## src/hdl/zunt_pkg.sv

```systemverilog
// Shared types, constants and codes for the decision-diagram unique node table.
// No dependencies; every other file of the block imports this package.
`default_nettype none

package zunt_pkg;

    localparam int CHILD_W    = 13;
    localparam int LABEL_IN_W = 20;
    localparam int INDEX_W    = 12;
    localparam int SLOT_MAX_W = 21;
    localparam int QDEPTH     = 2;

    localparam int NODES_DEF      = 4096;
    localparam int HASH_SLOTS_DEF = 8192;
    localparam int LABEL_BITS_DEF = 20;

    localparam logic [31:0]        GOLDEN     = 32'h9e37_79b9;
    localparam logic [CHILD_W-1:0] CODE_EMPTY = 13'h1FFF;
    localparam logic [CHILD_W-1:0] CODE_UNIT  = 13'h1FFE;

    typedef enum logic [1:0] {
        ST_FOUND   = 2'd0,
        ST_CREATED = 2'd1,
        ST_FULL    = 2'd2,
        ST_INVALID = 2'd3
    } t_status;

    typedef enum logic [1:0] {
        F_IDLE,
        F_HASH,
        F_MOD,
        F_PUSH
    } t_fstate;

    typedef enum logic [2:0] {
        B_CLEAR,
        B_IDLE,
        B_BKT,
        B_NODE,
        B_CMP,
        B_OUT
    } t_bstate;

    // One classified request as it travels from the front to the back.
    typedef struct packed {
        logic                     invalid;
        logic [CHILD_W-1:0]       lo;
        logic [CHILD_W-1:0]       hi;
        logic [LABEL_IN_W-1:0]    label;
        logic [SLOT_MAX_W-1:0]    slot;
    } t_job;

endpackage

`default_nettype wire

```

## src/hdl/zunt_queue.sv

```systemverilog
// Two-entry queue of classified requests between the front and the back.
// Depends on zunt_pkg for the job type.
`default_nettype none

module zunt_queue (
    input  wire logic            i_clk,
    input  wire logic            i_rst_n,
    input  wire logic            i_push,
    input  wire zunt_pkg::t_job  i_job,
    input  wire logic            i_pop,
    output zunt_pkg::t_job       o_job,
    output logic                 o_full,
    output logic                 o_empty
);
    import zunt_pkg::*;

    localparam int PW = $clog2(QDEPTH);

    t_job r_mem [QDEPTH];
    logic [PW-1:0] r_wp, r_rp;
    logic [PW:0] r_cnt;

    assign o_full  = r_cnt == (PW+1)'(QDEPTH);
    assign o_empty = r_cnt == '0;
    assign o_job   = r_mem[r_rp];

    always_ff @(posedge i_clk) begin
        if (!i_rst_n) begin
            r_wp  <= '0;
            r_rp  <= '0;
            r_cnt <= '0;
        end else begin
            if (i_push) begin
                r_wp <= (r_wp == PW'(QDEPTH - 1)) ? '0 : r_wp + PW'(1);
            end
            if (i_pop) begin
                r_rp <= (r_rp == PW'(QDEPTH - 1)) ? '0 : r_rp + PW'(1);
            end
            if (i_push && !i_pop) begin
                r_cnt <= r_cnt + (PW+1)'(1);
            end else if (i_pop && !i_push) begin
                r_cnt <= r_cnt - (PW+1)'(1);
            end
        end
    end

    always_ff @(posedge i_clk) begin
        if (i_push) begin
            r_mem[r_wp] <= i_job;
        end
    end

    a_no_overflow: assert property (@(posedge i_clk) disable iff (!i_rst_n)
        o_full |-> !i_push)
        else $error("push into a full queue");
    a_no_underflow: assert property (@(posedge i_clk) disable iff (!i_rst_n)
        o_empty |-> !i_pop)
        else $error("pop from an empty queue");
    a_count_step: assert property (@(posedge i_clk) disable iff (!i_rst_n)
        (i_push && !i_pop) |=> r_cnt == $past(r_cnt) + (PW+1)'(1))
        else $error("queue count out of step");

endmodule

`default_nettype wire

```

## config.mk

```make
export PLATFORM = sky130hd
export DESIGN_NAME = zunt_queue
export DESIGN_NICKNAME = d
export VERILOG_FILES = /design/src/hdl/zunt_pkg.sv /design/src/hdl/zunt_queue.sv
export SDC_FILE = /design/constraint.sdc
export NUM_CORES = 1
export LEC_CHECK = 0
export BUFFER_PORTS_ARGS = -buffer_cell sky130_fd_sc_hd__buf_2
export CORE_MARGIN = 5
export CORE_UTILIZATION = 30
export DETAILED_ROUTE_END_ITERATION = 8
export PLACE_DENSITY_LB_ADDON = 0.15
export SLEW_MARGIN = 40
export SYNTH_ARGS = -nofsm -noshare
export SYNTH_HDL_FRONTEND = slang
export SYNTH_SLANG_ARGS = --single-unit
```

## constraint.sdc

```tcl
create_clock -name i_clk -period 6.4 [get_ports i_clk]
set_input_delay 0.96 -clock i_clk [delete_from_list [all_inputs] [get_ports i_clk]]
set_output_delay 0.96 -clock i_clk [all_outputs]
set_load 0.01 [all_outputs]
```

==> reports/results.tsv, run 1 <==
metric	value	unit
Final Core Density	0.396	
Final Max Slew Viols	0	
grt peak-use layer	met2	
most frequent cells in the layout	141 x buf_2, 136 x edfxtp_1, 48 x mux2_2	
I/O Buffers	141	
M2 GR Usage	0.164	
starting density of the core	0.304	
number of setup buffers added after CTS	0	
Final HPWL DP	6.81	mm
register area share after synthesis	0.802	
Worst-path clk slew	0.05	ns
Gate power share	0.101	
worst hold path depth	2	
Flop pwr share	0.489	
first-pass iteration count of the detailed router	4	
first-pass GRT wire length	15.6	mm
share of layout cells above drive strength 1	0.594	
Leak Pwr	2.58	nW
Startpoint Class	flip-flop	
# fillers	1651	
CTS tree	done	
Clk network pwr share	0.410	
nets@finish	466	
measured slew at the worst slew-check pin	0.485	ns
GR Util met1	0.116	
Peak Freq	0.387	GHz
Clock Path Buffers	2	
Chip Width	142	um
1st-iter DRT viols	100	
height of the die	142	um
initial antenna violation count	1	
Syn Nets	307	
Total GRT Usage	0.103	
Critical Path RT	5.44	ns
Via density	4.17	
outcome	complete, no violations	
CP Max Fanout	34	
Synth Area per Inst	22.3	um^2
worst min path class	flip-flop to flip-flop	
CTS Hold Buffers Added	0	
GR Util met3	0.0529	
Ys Warns	0	
CTS H-Tree Depth	4	
DRC errors left	0	
Worst R2R Path Depth	4	
Int Power	1.74	mW
Syn Std Cell Area	0.00521	mm^2
Fin. Hold Viols	0	
io pins	142	
clock root buffer	clkbuf_16	
gr ovfl total	0	
post-cts repair resize count	0	
Tmin final	2.59	ns
RSZ-0062 raised after global routing	false	
setup TNS	0	ns
Routed WL per cell	15.9	um
Antenna Cells	0	
num rows	48	
most common cell after layout, fill and taps aside	buf_2	
max_cap viols	0	
Setup CP Type	flip-flop to output pin	
Netlist cell types	18	
Worst Path Arrival	1.63	ns
Routed WL	10.0	mm
vias in the first global route	2998	
Tcrit/Tclk final	0.404	
core area	0.0172	mm^2
Synth Register Bits	141	
Final setup viols	0	
PD cells	325	mW/mm^2
Mapped Cells	234	
area grow syn2layout	30.4	%
post-route ant nets	0	
Num CTS Buffers	17	
total power	2.21	mW
worst relative slew slack	0.677	
P_sw	0.467	mW
clk sinks	141	
GP Congestion	0.663	
Register-to-Register Setup Slack	4.68	ns
critical path endpoint category	output pin	
clk_lat worst skew	0.41	ns
Die Area	0.0201	mm^2
skew final	0.00459	ns
largest net degree at the start of global routing	35	
vias	2633	
Worst VDD drop	0.166	mV
Sw Share	0.211	
[final timing paths]
| path | from | to |
|---|---|---|
| setup / recovery | flip-flop | o_job[15] |
| hold / removal | r_cnt[1] | r_cnt[1] |
| setup reg to reg | r_wp | r_mem[0][1] |
| hold reg to reg | r_cnt[1] | r_cnt[1] |
[worst max-delay path: stages (launching register included)]
cell and delay, ns:
dfxtp_4 0.44, buf_12 0.24, mux2_2 0.37, buf_2 0.14
[stage by stage]
stage / hold WS [ns] / cell area (um^2) / setup WS [ns] / cells
CTS: 0.514 / 6800 / 3.75 / 631
finish: 0.503 / 6800 / 3.81 / 631
detailed placement: 0.506 / 6260 / 3.83 / 599
global placement: 0.481 / 6150 / 3.40 / 593
global route: 0.532 / 6800 / 3.71 / 631
floorplan: 0.466 / 5210 / 1.92 / 234
[synthesized netlist by cell type]
| library cell | number | area (um^2) |
|---|---|---|
| buf_6 | 2 | 22.5 |
| edfxtp_1 | 136 | 4080 |
| dfxtp_1 | 5 | 100 |
| mux2_4 | 20 | 300 |
| mux2_2 | 48 | 541 |
| inv_1 | 1 | 3.75 |
| ha_1 | 1 | 12.5 |
| buf_8 | 2 | 30.0 |
| and2_1 | 4 | 25.0 |
| nor2b_1 | 3 | 18.8 |
| or3_1 | 1 | 6.26 |
| a21boi_1 | 1 | 7.51 |
| xor2_1 | 2 | 17.5 |
| buf_2 | 4 | 20.0 |
| nor2_1 | 1 | 3.75 |
| o21a_1 | 1 | 7.51 |
| xnor2_1 | 1 | 8.76 |
| o21ai_0 | 1 | 5.00 |
[kinds of logic after synthesis]
| group | count (synthesis) | share of synthesized area |
|---|---|---|
| AOI/OAI and AO/OA | 3 | 0.00384 |
| xor gates and xnor gates | 3 | 0.00504 |
| adders and majority gates | 1 | 0.00240 |
| buffers and inverters | 9 | 0.0146 |
| DFF | 141 | 0.802 |
| muxes | 68 | 0.161 |
| and+or+nand+nor | 9 | 0.0103 |
[routing by layer]
layer,part of all wire,vias to the layer above,routed length [um]
li1,-,1242,-
met1,0.42,1281,4230
met2,0.47,97,4740
met3,0.090,11,902
met4,0.014,2,136
met5,0.0013,-,13
[power groups by stage]
stage                     logic (mW)  clock network [mW]  registers [mW]
after global placement         0.200                   0            1.12
after CTS                      0.231               0.938            1.08
after floorplan                0.133                   0            1.10
after detailed placement       0.230                   0            1.10
final                          0.223               0.906            1.08
after global routing           0.244               0.984            1.08
[flip-flops by register name, indices dropped and copies added, names as in the netlist, named ones only]
register and flops:
r_cnt 2, r_wp 1, r_mem 136, r_rp 1
[cell type report]
type | count | area (um^2) | share of cell area
clock buffer | 21 | 440 | 0.0648
sequential | 141 | 4190 | 0.616
inverter | 1 | 3.75 | 0.000552
tap | 225 | 282 | 0.0414
clock inverter | 11 | 100 | 0.0147
timing repair buffer | 148 | 823 | 0.121
multi-input combinational | 84 | 963 | 0.142
Power figures use the tool's default switching activity.
==> run 2, diff against run 1 <==
==> constraint.sdc (replaced) <==
create_clock -name i_clk -period 2.3 [get_ports i_clk]
set_input_delay 0.345 -clock i_clk [delete_from_list [all_inputs] [get_ports i_clk]]
set_output_delay 0.345 -clock i_clk [all_outputs]
set_load 0.01 [all_outputs]
==> reports/results.tsv, run 2 (synthesis results as in run 1) <==
metric	value	unit
I/O Buffers	141	
Clk network pwr share	0.446	
critical path's slowest cell	dfxtp_4	
Post-DP Area	0.00622	mm^2
non-filler cells, final	631	
Total GRT Usage	0.100	
Tcrit/Tclk final	0.909	
Die Area	0.0201	mm^2
Routed WL per cell	15.7	um
Critical Path RT	1.96	ns
Final Core Density	0.399	
Num CTS Buffers	17	
total power	6.52	mW
Clock Path Buffers	2	
Worst path max stage delay	0.51	ns
Register-to-Register Setup Slack	0.91	ns
share of layout cells above drive strength 1	0.608	
starting density of the core	0.304	
Routed WL	9.94	mm
DP Worst Slack	0.604	ns
most frequent cells in the layout	141 x buf_2, 136 x edfxtp_1, 48 x mux2_2	
critical path endpoint category	output pin	
vias	2615	
crit path capture	o_job[4]	
area grow syn2layout	31.4	%
hold_ws	0.124	ns
post-route ant nets	0	
max_cap viols	0	
Worst Path Arrival	1.75	ns
Via density	4.14	
Final setup viols	0	
setup TNS	0	ns
measured slew at the worst slew-check pin	0.501	ns
dpl cells	599	
Peak Freq	0.478	GHz
Tmin final	2.09	ns
gr ovfl total	0	
CTS tree	done	
largest net degree at the start of global routing	36	
worst relative slew slack	0.666	
cell-by-cell trace of the critical path	buf_12 > mux2_2 > buf_2	
skew final	0.00502	ns
clk sinks	141	
vias in the first global route	2891	
Flop pwr share	0.462	
CTS H-Tree Depth	4	
Startpoint Class	flip-flop	
worst min path class	input port to flip-flop	
initial antenna violation count	1	
1st-iter DRT viols	85	
Leak Pwr	2.61	nW
Fin. Hold Viols	0	
core area	0.0172	mm^2
CTS Hold Buffers Added	0	
post-cts repair resize count	0	
Chip Width	142	um
Worst R2R Path Depth	2	
first-pass GRT wire length	15.0	mm
# fillers	1632	
Biggest register	r_mem	
Worst-path clk slew	0.06	ns
clock root buffer	clkbuf_16	
DRC errors left	0	
Gate power share	0.092	
outcome	complete, no violations	
Final Max Slew Viols	0	
io pins	142	
Final HPWL DP	6.83	mm
clk_lat worst skew	0.41	ns
P_sw	1.33	mW
Antenna Cells	0	
final worst slack	0.209	ns
height of the die	142	um
GP Congestion	0.674	
RSZ-0062 raised after global routing	false	
Worst VDD drop	0.488	mV
Setup CP Type	flip-flop to output pin	
biggest regs	r_mem: 136 flops, r_cnt: 2 flops	
num rows	48	
Critical R2R Capture	r_mem[1][55]	
max reg flops	136	
number of setup buffers added after CTS	0	
Sw Share	0.204	
PD cells	952	mW/mm^2
Int Power	5.19	mW
most common cell after layout, fill and taps aside	buf_2	
nets@finish	466	
design area	0.00685	mm^2
Reg-to-Reg Start	r_wp	
CP Max Fanout	34	
first-pass iteration count of the detailed router	4	
## run 2: worst min-delay path by stage
stage               slack, ns      endpoint  startpoint  cells past startpoint
detailed placement       0.50      r_cnt[1]    r_cnt[1]                      2
floorplan                0.44   r_mem[0][0]    i_job[0]                      0
global placement         0.48      r_cnt[1]    r_cnt[1]                      2
global route              0.1  r_mem[1][20]   i_job[20]                      1
finish                   0.12  r_mem[0][21]   i_job[21]                      1
CTS                       0.1  r_mem[0][21]   i_job[21]                      1
## run 2: cell type report
| class | instances | area (um^2) | share of cell area |
|---|---|---|---|
| Sequential cell | 141 | 4190 | 0.611 |
| Multi-Input combinational cell | 84 | 963 | 0.141 |
| Timing Repair Buffer | 148 | 783 | 0.114 |
| Clock buffer | 20 | 437 | 0.0637 |
| Tap cell | 225 | 282 | 0.0411 |
| Clock inverter | 12 | 194 | 0.0283 |
| Inverter | 1 | 3.75 | 0.000548 |
## run 2: worst max-delay path: cells and delay by family, from the launching register on
family / cells / cell delay [ns]
DFF: 1 / 0.51
buffers and inverters: 2 / 0.42
muxes: 1 / 0.37
## run 2: power by group through the flow
stage	clock, mW	sequential [mW]	combinational [mW]
after floorplan	0	3.05	0.371
after global placement	0	3.07	0.614
after detailed placement	0	3.07	0.617
after CTS	3.00	3.02	0.620
after global routing	3.09	3.03	0.655
final	2.91	3.01	0.599
## run 2: layer usage
layer  up-vias  share of wire  GRT usage
met4         2          0.016     0.0455
met3        17           0.10     0.0553
li1       1242              -          -
met1      1246           0.41      0.112
met2       108           0.47      0.157
met5         -         0.0011          0
==> run 3, diff against run 2 <==
--- a/config.mk
+++ b/config.mk
@@ -6,8 +6,8 @@
 export NUM_CORES = 1
 export LEC_CHECK = 0
 export BUFFER_PORTS_ARGS = -buffer_cell sky130_fd_sc_hd__buf_2
-export CORE_MARGIN = 5
 export CORE_UTILIZATION = 30
+export CTS_CLUSTER_SIZE = 10
 export DETAILED_ROUTE_END_ITERATION = 8
 export PLACE_DENSITY_LB_ADDON = 0.15
 export SLEW_MARGIN = 40
==> reports/results.tsv, run 3 (synthesis results as in run 1) <==
metric	value	unit
outcome	complete, no violations	
Setup CP Type	flip-flop to output pin	
Worst Path Arrival	1.71	ns
Chip Width	134	um
PD cells	950	mW/mm^2
Final Core Density	0.409	
Die Area	0.0179	mm^2
Leak Pwr	2.62	nW
critical path endpoint category	output pin	
dpl cells	594	
Tcrit/Tclk final	0.895	
nets@finish	466	
Clock Path Buffers	2	
design area	0.00685	mm^2
CTS H-Tree Depth	4	
first-pass GRT wire length	15.0	mm
Final Max Slew Viols	0	
Routed WL per cell	15.5	um
worst hold path depth	1	
gr ovfl total	0	
Num CTS Buffers	17	
clk_lat worst skew	0.41	ns
post-route ant nets	0	
starting density of the core	0.311	
core area	0.0168	mm^2
biggest regs	r_mem: 136 flops, r_cnt: 2 flops	
measured slew at the worst slew-check pin	0.513	ns
DRC errors left	0	
Post-DP Area	0.00623	mm^2
worst relative slew slack	0.658	
CTS Hold Buffers Added	0	
Worst R2R Path Depth	2	
I/O Buffers	141	
hold_ws	0.119	ns
largest net degree at the start of global routing	36	
Critical Path RT	1.96	ns
worst min path class	input port to flip-flop	
vias	2680	
height of the die	134	um
non-filler cells, final	627	
Biggest register	r_mem	
area grow syn2layout	31.5	%
1st-iter DRT viols	151	
Final setup viols	0	
setup TNS	0	ns
Total GRT Usage	0.115	
most common cell after layout, fill and taps aside	buf_2	
Peak Freq	0.486	GHz
post-cts repair resize count	0	
CP Max Fanout	32	
Via density	4.27	
Startpoint Class	flip-flop	
Tmin final	2.06	ns
RSZ-0062 raised after global routing	false	
initial antenna violation count	1	
most frequent cells in the layout	141 x buf_2, 136 x edfxtp_1, 48 x mux2_2	
# fillers	1563	
number of setup buffers added after CTS	0	
Final HPWL DP	6.32	mm
skew final	0.00348	ns
Worst VDD drop	0.473	mV
num rows	47	
clk sinks	141	
area of the multi-input gates	963	um^2
Worst-path clk slew	0.06	ns
first-pass iteration count of the detailed router	4	
Storage cell area	0.00419	mm^2
Routed WL	9.74	mm
share of layout cells above drive strength 1	0.606	
max_cap viols	0	
vias in the first global route	2848	
max reg flops	136	
clock root buffer	clkbuf_16	
GP Congestion	0.691	
Fin. Hold Viols	0	
io pins	142	
CTS tree	done	
==> run 3: worst paths after layout <==
path                   from           end  slack (ns)
setup reg to reg       r_wp  r_mem[1][39]        0.95
hold / removal    i_job[27]  r_mem[1][27]        0.12
setup / recovery  flip-flop      o_job[7]        0.24
hold reg to reg    r_cnt[1]      r_cnt[1]        0.50
==> run 3: worst max-delay path, stage by stage, from the launching register on <==
cell     delay (ns)
dfxtp_4        0.50
buf_12         0.24
mux2_2         0.37
buf_2          0.14
==> run 3: where the power goes <==
part	internal, mW	switching, mW	total (mW)
Combinational	0.309	0.298	0.607
Clock	1.90	0.990	2.89
Sequential	2.97	0.0445	3.01
==> run 3: area by class of cell <==
class / count / area share
diodes: 1 / 0.000365
clock inverters: 15 / 0.0292
well taps: 220 / 0.0402
repair buffers: 148 / 0.116
flip-flops and latches: 141 / 0.611
multi-input cells: 84 / 0.141
inverters: 1 / 0.000548
clock buffers: 17 / 0.0621
==> run 3: routing by layer <==
layer	share of wire	global-route usage
met4	0.017	0.0549
met3	0.082	0.0537
met1	0.44	0.135
met5	0	0
met2	0.46	0.178
==> run 3: through the flow <==
stage                     worst slack (ns)  total power [mW]
after floorplan                      0.482              3.42
after global placement               0.653              3.68
after detailed placement             0.649              3.69
after CTS                            0.184              6.61
after global routing                 0.147              6.75
final                                0.242              6.51
