### src/hdl/zunt_pkg.sv
// Shared types, constants and codes for the decision-diagram unique node table.
// No dependencies; every other file of the block imports this package.
`default_nettype none

package zunt_pkg;

    localparam int CHILD_W    = 13;
    localparam int LABEL_IN_W = 20;
    localparam int INDEX_W    = 12;
    localparam int SLOT_MAX_W = 21;
    localparam int QDEPTH     = 2;

    localparam int NODES_DEF      = 4096;
    localparam int HASH_SLOTS_DEF = 8192;
    localparam int LABEL_BITS_DEF = 20;

    localparam logic [31:0]        GOLDEN     = 32'h9e37_79b9;
    localparam logic [CHILD_W-1:0] CODE_EMPTY = 13'h1FFF;
    localparam logic [CHILD_W-1:0] CODE_UNIT  = 13'h1FFE;

    typedef enum logic [1:0] {
        ST_FOUND   = 2'd0,
        ST_CREATED = 2'd1,
        ST_FULL    = 2'd2,
        ST_INVALID = 2'd3
    } t_status;

    typedef enum logic [1:0] {
        F_IDLE,
        F_HASH,
        F_MOD,
        F_PUSH
    } t_fstate;

    typedef enum logic [2:0] {
        B_CLEAR,
        B_IDLE,
        B_BKT,
        B_NODE,
        B_CMP,
        B_OUT
    } t_bstate;

    // One classified request as it travels from the front to the back.
    typedef struct packed {
        logic                     invalid;
        logic [CHILD_W-1:0]       lo;
        logic [CHILD_W-1:0]       hi;
        logic [LABEL_IN_W-1:0]    label;
        logic [SLOT_MAX_W-1:0]    slot;
    } t_job;

endpackage

`default_nettype wire

### src/hdl/zunt_req_if.sv
// Request channel of the unique node table: valid/ready plus one node triple.
// Depends on zunt_pkg for the field widths.
`default_nettype none

interface zunt_req_if;
    import zunt_pkg::*;

    logic                  valid;
    logic                  ready;
    logic [CHILD_W-1:0]    low_child;
    logic [CHILD_W-1:0]    high_child;
    logic [LABEL_IN_W-1:0] node_label;

    modport source (output valid, output low_child, output high_child,
                    output node_label, input ready);
    modport sink   (input valid, input low_child, input high_child,
                    input node_label, output ready);
endinterface

`default_nettype wire

### src/hdl/zunt_front.sv
// Front end: accepts a request, checks the child codes and hashes the triple
// to its first bucket. Depends on zunt_pkg and zunt_req_if.
`default_nettype none

module zunt_front #(
    parameter int HASH_SLOTS = zunt_pkg::HASH_SLOTS_DEF,
    parameter int LABEL_BITS = zunt_pkg::LABEL_BITS_DEF
) (
    input  wire logic          i_clk,
    input  wire logic          i_rst_n,
    input  wire logic          i_hold,
    zunt_req_if.sink           i_req,
    input  wire logic          i_full,
    output logic               o_push,
    output zunt_pkg::t_job     o_job
);
    import zunt_pkg::*;

    localparam int SW = $clog2(HASH_SLOTS);
    localparam bit POW2 = (HASH_SLOTS & (HASH_SLOTS - 1)) == 0;

    t_fstate r_state, n_state;
    logic [1:0] r_step, n_step;
    logic [31:0] r_seed, n_seed;
    logic [SW:0] r_rem, n_rem;
    logic [CHILD_W-1:0] r_lo, n_lo, r_hi, n_hi;
    logic [LABEL_IN_W-1:0] r_label, n_label;
    logic r_invalid, n_invalid;
    logic [SLOT_MAX_W-1:0] r_slot, n_slot;

    logic accept;
    logic [LABEL_BITS-1:0] lab;
    logic [31:0] mix_v, mix_out;
    logic [SW:0] rem_step;

    function automatic logic child_ok(input logic [CHILD_W-1:0] raw);
        return !raw[CHILD_W-1] || raw == CODE_UNIT || raw == CODE_EMPTY;
    endfunction

    function automatic logic [31:0] mix(input logic [31:0] seed, input logic [31:0] v);
        return seed ^ (v + GOLDEN + (seed << 6) + (seed >> 2));
    endfunction

    assign i_req.ready = (r_state == F_IDLE) && !i_hold;
    assign accept      = i_req.valid && i_req.ready;
    assign lab         = LABEL_BITS'(r_label);

    always_comb begin
        unique case (r_step)
            2'd0:    mix_v = {{(32 - CHILD_W){r_lo[CHILD_W-1]}}, r_lo};
            2'd1:    mix_v = {{(32 - CHILD_W){r_hi[CHILD_W-1]}}, r_hi};
            default: mix_v = 32'(lab);
        endcase
        mix_out = mix(r_seed, mix_v);
    end

    // Eight bits of restoring remainder per cycle, top byte of the seed first.
    always_comb begin
        rem_step = r_rem;
        for (int b = 0; b < 8; b++) begin
            rem_step = {rem_step[SW-1:0], r_seed[31-b]};
            if (rem_step >= (SW+1)'(HASH_SLOTS)) begin
                rem_step = rem_step - (SW+1)'(HASH_SLOTS);
            end
        end
    end

    always_comb begin
        n_state = r_state;
        unique case (r_state)
            F_IDLE: begin
                if (accept) begin
                    n_state = (!child_ok(i_req.low_child) || !child_ok(i_req.high_child)
                               || i_req.high_child == CODE_EMPTY) ? F_PUSH : F_HASH;
                end
            end
            F_HASH: begin
                if (r_step == 2'd2) begin
                    n_state = POW2 ? F_PUSH : F_MOD;
                end
            end
            F_MOD: begin
                if (r_step == 2'd3) begin
                    n_state = F_PUSH;
                end
            end
            F_PUSH: begin
                if (!i_full) begin
                    n_state = F_IDLE;
                end
            end
            default: n_state = F_IDLE;
        endcase
    end

    always_comb begin
        n_step    = r_step;
        n_seed    = r_seed;
        n_rem     = r_rem;
        n_lo      = r_lo;
        n_hi      = r_hi;
        n_label   = r_label;
        n_invalid = r_invalid;
        n_slot    = r_slot;
        o_push    = 1'b0;
        unique case (r_state)
            F_IDLE: begin
                if (accept) begin
                    n_lo      = i_req.low_child;
                    n_hi      = i_req.high_child;
                    n_label   = i_req.node_label;
                    n_invalid = !child_ok(i_req.low_child) || !child_ok(i_req.high_child)
                                || i_req.high_child == CODE_EMPTY;
                    n_seed    = '0;
                    n_step    = 2'd0;
                    n_slot    = '0;
                end
            end
            F_HASH: begin
                n_seed = mix_out;
                n_step = r_step + 2'd1;
                if (r_step == 2'd2) begin
                    n_step = 2'd0;
                    n_rem  = '0;
                    n_slot = SLOT_MAX_W'(mix_out[SW-1:0]);
                end
            end
            F_MOD: begin
                n_rem  = rem_step;
                n_seed = r_seed << 8;
                n_step = r_step + 2'd1;
                n_slot = SLOT_MAX_W'(rem_step[SW-1:0]);
            end
            F_PUSH: begin
                o_push = !i_full;
            end
            default: ;
        endcase
    end

    assign o_job = '{invalid: r_invalid, lo: r_lo, hi: r_hi, label: r_label, slot: r_slot};

    always_ff @(posedge i_clk) begin
        if (!i_rst_n) begin
            r_state <= F_IDLE;
            r_step  <= 2'd0;
        end else begin
            r_state <= n_state;
            r_step  <= n_step;
        end
    end

    always_ff @(posedge i_clk) begin
        r_seed    <= n_seed;
        r_rem     <= n_rem;
        r_lo      <= n_lo;
        r_hi      <= n_hi;
        r_label   <= n_label;
        r_invalid <= n_invalid;
        r_slot    <= n_slot;
    end

    a_slot_range: assert property (@(posedge i_clk) disable iff (!i_rst_n)
        o_push |-> (r_invalid || {1'b0, r_slot} < (SLOT_MAX_W+1)'(HASH_SLOTS)))
        else $error("hashed slot outside the bucket table");
    a_hold_blocks: assert property (@(posedge i_clk) disable iff (!i_rst_n)
        i_hold |-> !accept)
        else $error("request taken during the bucket clearing pass");
    a_push_once: assert property (@(posedge i_clk) disable iff (!i_rst_n)
        o_push |=> (r_state == F_IDLE && !o_push))
        else $error("one request pushed twice");

endmodule

`default_nettype wire

### src/flat_wrapper.sv
// flat-port wrapper written by rule: the top's interface ports become plain ports
module zunt_front_flat import zunt_pkg::*;
#(
    parameter int HASH_SLOTS = zunt_pkg::HASH_SLOTS_DEF,
    parameter int LABEL_BITS = zunt_pkg::LABEL_BITS_DEF
)
  (i_clk, i_rst_n, i_hold, i_full, o_push, o_job, i_req_valid, i_req_low_child, i_req_high_child, i_req_node_label, i_req_ready);
  zunt_req_if i_req_i ();
  input  wire logic i_clk;
  input  wire logic i_rst_n;
  input  wire logic i_hold;
  input  wire logic i_full;
  output logic o_push;
  output zunt_pkg::t_job o_job;
  input wire logic [$bits(i_req_i.valid)-1:0] i_req_valid;
  input wire logic [$bits(i_req_i.low_child)-1:0] i_req_low_child;
  input wire logic [$bits(i_req_i.high_child)-1:0] i_req_high_child;
  input wire logic [$bits(i_req_i.node_label)-1:0] i_req_node_label;
  output wire logic [$bits(i_req_i.ready)-1:0] i_req_ready;
  assign i_req_i.valid = i_req_valid;
  assign i_req_i.low_child = i_req_low_child;
  assign i_req_i.high_child = i_req_high_child;
  assign i_req_i.node_label = i_req_node_label;
  assign i_req_ready = i_req_i.ready;
  zunt_front #(.HASH_SLOTS(HASH_SLOTS), .LABEL_BITS(LABEL_BITS)) u_core (.i_clk(i_clk), .i_rst_n(i_rst_n), .i_hold(i_hold), .i_req(i_req_i), .i_full(i_full), .o_push(o_push), .o_job(o_job));
endmodule
### config.mk
export PLATFORM = sky130hd
export DESIGN_NAME = zunt_front_flat
export DESIGN_NICKNAME = d
export VERILOG_FILES = /design/src/hdl/zunt_pkg.sv /design/src/hdl/zunt_req_if.sv /design/src/hdl/zunt_front.sv /design/src/flat_wrapper.sv
export SDC_FILE = /design/constraint.sdc
export NUM_CORES = 1
export LEC_CHECK = 0
export BUFFER_PORTS_ARGS = -buffer_cell sky130_fd_sc_hd__buf_4
export CELL_PAD_IN_SITES_DETAIL_PLACEMENT = 1
export CELL_PAD_IN_SITES_GLOBAL_PLACEMENT = 1
export CORE_MARGIN = 2
export CORE_UTILIZATION = 40
export DETAILED_ROUTE_END_ITERATION = 10
export PLACE_DENSITY = 0.77
export RECOVER_POWER = 25
export SYNTH_ARGS = -nofsm -noshare
export SYNTH_HDL_FRONTEND = slang
export SYNTH_SLANG_ARGS = --single-unit
### constraint.sdc
create_clock -name i_clk -period 4.2 [get_ports i_clk]
set_clock_uncertainty 0.1 [all_clocks]
set_input_delay 0.84 -clock i_clk [delete_from_list [all_inputs] [get_ports i_clk]]
set_output_delay 0.84 -clock i_clk [all_outputs]
set_load 0.01 [all_outputs]
==> impl_metrics.env, run 1 <==
export IMPL_cts_tree="yes"
export IMPL_path_cells="inv_2 -> ha_4 -> or2_4 -> buf_12 -> o21a_1 -> fa_1 -> fa_1 -> ha_4 -> a21oi_2 -> o21ai_2 -> a211oi_4 -> o41ai_2 -> or4_1 -> a31o_1 -> nand3_2"
export IMPL_min_delay_start="u_core.r_rem[2]$_SDFFCE_PN0P_"
export IMPL_wl_per_cell_um=21.17
export IMPL_vias_per_cell=5.409
export IMPL_n_antenna_cell=0
export IMPL_crit_fanout=8
export IMPL_port_buffers=112
export IMPL_startpoint="u_core.r_step[0]$_SDFFE_PN0P_"
export IMPL_ys_flop_type="edfxtp_1"
export IMPL_synth_seq_cells=101
export IMPL_min_period_ns=4.048
export IMPL_final_nets=1021
export IMPL_grt_pass1_vias=6521
export IMPL_clockBufferDepth=2
export IMPL_rr_worst_depth=15
export IMPL_critical_path_top_delay_family="adder cells"
export IMPL_crit_path_end_kind="flop"
export IMPL_crit_type="reg2reg"
export IMPL_syn_inst=701
export IMPL_holdCritPathClass="reg2reg"
export IMPL_ant_nets=0
export IMPL_post_route_drc_count=0
export IMPL_r2r_end="u_core.r_seed[29]$_DFFE_PP_"
export IMPL_htreeDepth=3
export IMPL_synthTopCellsByArea="edfxtp_1, ha_1, fa_1"
export IMPL_cap_violations=0
export IMPL_grt_antenna_before_repair=0
export IMPL_area_growth_pct=27.43
export IMPL_cts_root_buf="clkbuf_16"
export IMPL_drive_gt1_frac=0.2629
export IMPL_die_height_um=139.3
export IMPL_dieArea_um2=19400
export IMPL_ios=121
export IMPL_synth_area_um2=7322
export IMPL_drt_pass1_iter_count=4
export IMPL_status="complete, no violations"
export IMPL_grt_overflow=0
export IMPL_grt_pass1_wl_um=35690
export IMPL_async_flop_share=0
export IMPL_cpPeakStageDelay_ns=0.55
export IMPL_preCtsSetupSlack_ns=-0.2143
export IMPL_dp_cells=1081
export IMPL_clk_pin_slew_ns=0.08
export IMPL_critPathRequiredTime_ns=4.34
export IMPL_final_cell_mix="buf_4, edfxtp_1, inv_1"
export IMPL_fmax_ghz=0.2470
export IMPL_fp_dieW_um=139.3
export IMPL_seq_area_frac_synth=0.4087
export IMPL_final_common_cell="buf_4"
export IMPL_fill_cells=2052
export IMPL_critPathSlowestCell="fa_1"
export IMPL_insertion_delay_ns=0.37
export IMPL_numCtsBuffers=9
export IMPL_core_area_um2=17960
export IMPL_yosysTopAreaCell="edfxtp_1"
export IMPL_setup_viol=0
export IMPL_numClockSinks=101
export IMPL_synth_distinct_cells=66
export IMPL_gr_usage_all_layers=0.2380
export IMPL_start_util=0.4076
export IMPL_fin_util=0.5194
export IMPL_reg2reg_from="u_core.r_step[0]$_SDFFE_PN0P_"
export IMPL_slew_headroom=0.3088
export IMPL_worst_slack_ns=0.1518
export IMPL_vias=5972
export IMPL_syn_avg_cell_area_um2=10.45
export IMPL_holdPathStages=1
export IMPL_place_gp_congestion=0.9268
export IMPL_r2r_setup_slack_ns=0.15
export IMPL_synth_top_cell_area_share=0.3978
export IMPL_synth_edf_count=97
export IMPL_arrival_ns=4.19
export IMPL_hpwl_um=18320
export IMPL_drv_slew=0
export IMPL_critical_path_buf_inv_count=2
export IMPL_hold_violations=0
export IMPL_fin_crit_sh=0.9639
export IMPL_routed_wl_um=23370
export IMPL_hold_path_end="u_core.r_slot[10]$_DFFE_PP_"
export IMPL_tightest_slew_ns=1.035
export IMPL_grt_max_degree=48
export IMPL_yosys_warnings=0
export IMPL_rows=49
export IMPL_drt_initial_drc_count=297
export IMPL_whs_ns=0.4291
export IMPL_fin_cells=1104
export IMPL_startpoint_type="flop"
per-stage QoR:
stage                TNS (ns)  instance area [um2]
global route         -0.05100                 9330
detailed placement     -1.172                 8805
global placement      -0.1040                 8805
CTS                 -0.007295                 9171
finish                      0                 9330
floorplan                   0                 7353
worst max-delay path by stage:
stage	slack, ns	end	cells after the start
after detailed placement	-0.21	u_core.r_seed[28]$_DFFE_PP_	17
final	0.15	u_core.r_seed[29]$_DFFE_PP_	15
after global placement	-0.05	u_core.r_seed[29]$_DFFE_PP_	17
after CTS	-0.007	u_core.r_seed[28]$_DFFE_PP_	17
after floorplan	0.02	u_core.r_seed[29]$_DFFE_PP_	15
after global routing	-0.03	u_core.r_seed[27]$_DFFE_PP_	17
cells by family after synthesis:
| kind of cell | synth area share |
|---|---|
| buf+inv | 0.06220 |
| other cells | 0.0005122 |
| simple gates | 0.09963 |
| mux | 0.005810 |
| xor+xnor | 0.06938 |
| compound gates | 0.1572 |
| flops | 0.4087 |
| fa+ha+maj | 0.1965 |
flip-flops by register name, summed over array words and instances (netlist names):
signal / flops
u_core.r_seed: 32
u_core.lab: 20
u_core.r_hi: 13
u_core.r_lo: 13
u_core.r_slot: 13
u_core.r_rem: 5
u_core.r_state: 2
u_core.r_step: 2
u_core.r_invalid: 1
synth_stat cells, types with 3 or more instances:
library cell  count
inv_1            76
clkbuf_1         13
nand4_1          12
dfxtp_1           4
o21a_1            4
a21o_1           23
a22oi_1           8
buf_2             4
a22o_1            9
o21ai_1          16
o31ai_1           3
a21oi_1          43
o21ai_0          28
a211oi_1          3
o22ai_1           3
a31oi_1           6
nor2b_1          10
nand3_1           7
nor2_1           36
fa_1             25
nor3_1            7
xnor2_1          46
buf_4             9
edfxtp_1         97
ha_1             75
and2_1            8
o211ai_1          3
a21oi_2           3
nand2_1          63
xor2_1           12
layer usage:
metal	wire [um]	GRT usage	up-vias
met4	688	0.07815	0
li1	-	-	2801
met1	9677	0.2866	2940
met2	11900	0.4298	189
met5	0	0	-
met3	1105	0.04267	42
area by class of cell:
class / instances / area, um2 / area share
multi-input cells: 500 / 4163 / 0.4462
flip-flops and latches: 101 / 2998 / 0.3213
repair buffers: 181 / 1301 / 0.1395
inverters: 77 / 289.0 / 0.03098
well taps: 229 / 286.5 / 0.03071
clock buffers: 9 / 225.2 / 0.02414
clock inverters: 7 / 67.56 / 0.007242
worst register-to-register path, stage by stage (launching register included):
cell and delay (ns):
dfxtp_4 0.37, inv_2 0.05, ha_4 0.17, or2_4 0.27, buf_12 0.15, o21a_1 0.18, fa_1 0.40, fa_1 0.55
ha_4 0.23, a21oi_2 0.18, o21ai_2 0.12, a211oi_4 0.27, o41ai_2 0.13, or4_1 0.48, a31o_1 0.22, nand3_2 0.06
timing repair:
item | CTS | global route
gates resized for setup | 16 | 44
endpoints found under the setup margin | 13 | 17
setup buffers | 0 | 7
pin swaps | 4 | 17
hold buffers | 0 | 0
Power of run 1 is left out: the tool's default activity adds up to more than one toggle a clock period on the data nets, which glitch-free logic cannot reach.
==> run 2, diff against run 1 <==
--- a/config.mk
+++ b/config.mk
@@ -8,6 +8,7 @@
 export BUFFER_PORTS_ARGS = -buffer_cell sky130_fd_sc_hd__buf_4
 export CELL_PAD_IN_SITES_DETAIL_PLACEMENT = 1
 export CELL_PAD_IN_SITES_GLOBAL_PLACEMENT = 1
+export CORE_ASPECT_RATIO = 0.6
 export CORE_MARGIN = 2
 export CORE_UTILIZATION = 40
 export DETAILED_ROUTE_END_ITERATION = 10
==> run 2 against run 1 <==
The run now ends with negative setup slack left. Flip-flop and latch count stayed put. Core utilization increased by 2.4 points. Wire length increased by 30%. Setup slack lost 0.21 ns. First-iteration DRC count up 140%. Count of clock-buffer cells in the layout unchanged. Global-route usage up 6.8 points. Cell area increased by 4.9%.
==> impl_metrics.env, run 2 (synthesis results as in run 1) <==
export IMPL_routed_wl_um=30310
export IMPL_fp_dieW_um=178.7
export IMPL_ios=121
export IMPL_crit_fanout=5
export IMPL_hpwl_um=22270
export IMPL_vias_per_cell=5.824
export IMPL_cts_root_buf="clkbuf_16"
export IMPL_setup_viol=1
export IMPL_violations="negative setup slack"
export IMPL_start_util=0.4063
export IMPL_final_common_cell="buf_4"
export IMPL_drive_gt1_frac=0.3172
export IMPL_fill_cells=1991
export IMPL_critPathRequiredTime_ns=4.22
export IMPL_grt_pass1_wl_um=42590
export IMPL_cap_violations=0
export IMPL_clockBufferDepth=2
export IMPL_clk_pin_slew_ns=0.08
export IMPL_gr_usage_all_layers=0.3060
export IMPL_htreeDepth=3
export IMPL_drt_pass1_iter_count=5
export IMPL_die_height_um=108.8
export IMPL_fin_area_um2=9787
export IMPL_final_nets=1054
export IMPL_dieArea_um2=19440
export IMPL_fmax_ghz=0.2351
export IMPL_fin_crit_sh=1.013
export IMPL_largest_reg_flops=32
export IMPL_post_route_drc_count=0
export IMPL_status="finished, violations left"
export IMPL_min_period_ns=4.253
export IMPL_slew_headroom=0.4153
export IMPL_area_growth_pct=33.66
export IMPL_crit_type="reg2reg"
export IMPL_rows=38
export IMPL_post_dp_cell_area_um2=8989
export IMPL_rsz0062_at_grt="yes"
export IMPL_setup_tns_ns=-0.05328
export IMPL_grt_overflow=0
export IMPL_regMostFlops="u_core.r_seed"
export IMPL_place_gp_congestion=0.9928
export IMPL_port_buffers=112
export IMPL_vias=6692
export IMPL_arrival_ns=4.27
export IMPL_crit_path_end_kind="flop"
export IMPL_grt_pass1_vias=6896
export IMPL_core_area_um2=18020
export IMPL_grt_antenna_before_repair=2
export IMPL_whs_ns=0.4378
export IMPL_drv_slew=0
export IMPL_final_cell_mix="buf_4, edfxtp_1, inv_1"
export IMPL_insertion_delay_ns=0.37
export IMPL_tightest_slew_ns=0.8750
export IMPL_cts_tree="yes"
export IMPL_worst_slack_ns=-0.05328
export IMPL_numClockSinks=101
export IMPL_drt_initial_drc_count=698
export IMPL_startpoint_type="flop"
export IMPL_hold_violations=0
export IMPL_ant_nets=0
export IMPL_wl_per_cell_um=26.38
export IMPL_holdCritPathClass="reg2reg"
export IMPL_numCtsBuffers=9
export IMPL_grt_max_degree=48
## run 2: cell types whose count changed in the layout (fill, tap and decap cells not counted), sizes merged
cell    previous run  this run
clkinv             3         4
diode              0         1
inv               80        79
clkbuf            66        67
buf              124       156
## run 2: critical path: stages, from the launching register on
cell and delay, ns:
dfxtp_4 0.38, inv_2 0.07, ha_4 0.19, buf_4 0.15, buf_4 0.14, a22o_1 0.21, a21oi_2 0.16, fa_2 0.22
inv_1 0.06, fa_1 0.62, ha_4 0.25, a21o_1 0.22, nor2b_2 0.18, nor4_2 0.30, a21oi_2 0.11, buf_4 0.17
a41oi_2 0.23, xnor2_1 0.17, o21ai_1 0.09
## run 2: final timing paths
| kind | from | endpoint | slack, ns | cells past startpoint |
|---|---|---|---|---|
| setup / recovery | u_core.r_step[0]$_SDFFE_PN0P_ | u_core.r_seed[28]$_DFFE_PP_ | -0.05 | 18 |
| hold / removal | u_core.r_rem[4]$_SDFFCE_PN0P_ | u_core.r_slot[12]$_DFFE_PP_ | 0.44 | 1 |
| setup reg to reg | u_core.r_step[0]$_SDFFE_PN0P_ | u_core.r_seed[28]$_DFFE_PP_ | -0.05 | 18 |
| hold reg to reg | u_core.r_rem[4]$_SDFFCE_PN0P_ | u_core.r_slot[12]$_DFFE_PP_ | 0.44 | 1 |
## run 2: what timing repair did
action	CTS	global route
resized for setup	30	72
endpoints found under the setup margin	22	23
gates cloned	0	0
hold buffers	0	0
pin swaps	4	31
setup buffers	2	13
## run 2: cell type report
cell class | instances | area [um2] | share of cell area
antenna | 1 | 2.502 | 0.0002557
clock inverter | 7 | 48.80 | 0.004986
timing repair buffer | 214 | 1529 | 0.1562
tap | 240 | 300.3 | 0.03068
inverter | 77 | 289.0 | 0.02953
clock buffer | 9 | 225.2 | 0.02301
multi-input combinational | 500 | 4394 | 0.4490
sequential | 101 | 2998 | 0.3063
## run 2: stage by stage
stage,util,setup WS (ns),instances
floorplan,-,0.02256,708
global placement,0.4988,-0.01544,1117
finish,0.5431,-0.05328,1149
detailed placement,0.4988,-0.1973,1117
CTS,0.5216,0.00002665,1135
global route,0.5430,-0.1775,1148
## run 2: per-layer routing
layer	wire length, um	GRT usage	up-vias
met5	0	0	-
met4	353	0.05633	0
met3	3096	0.09344	31
met2	13180	0.4495	324
met1	13680	0.4467	3461
li1	-	-	2876
Power of run 2 is left out for the same reason.
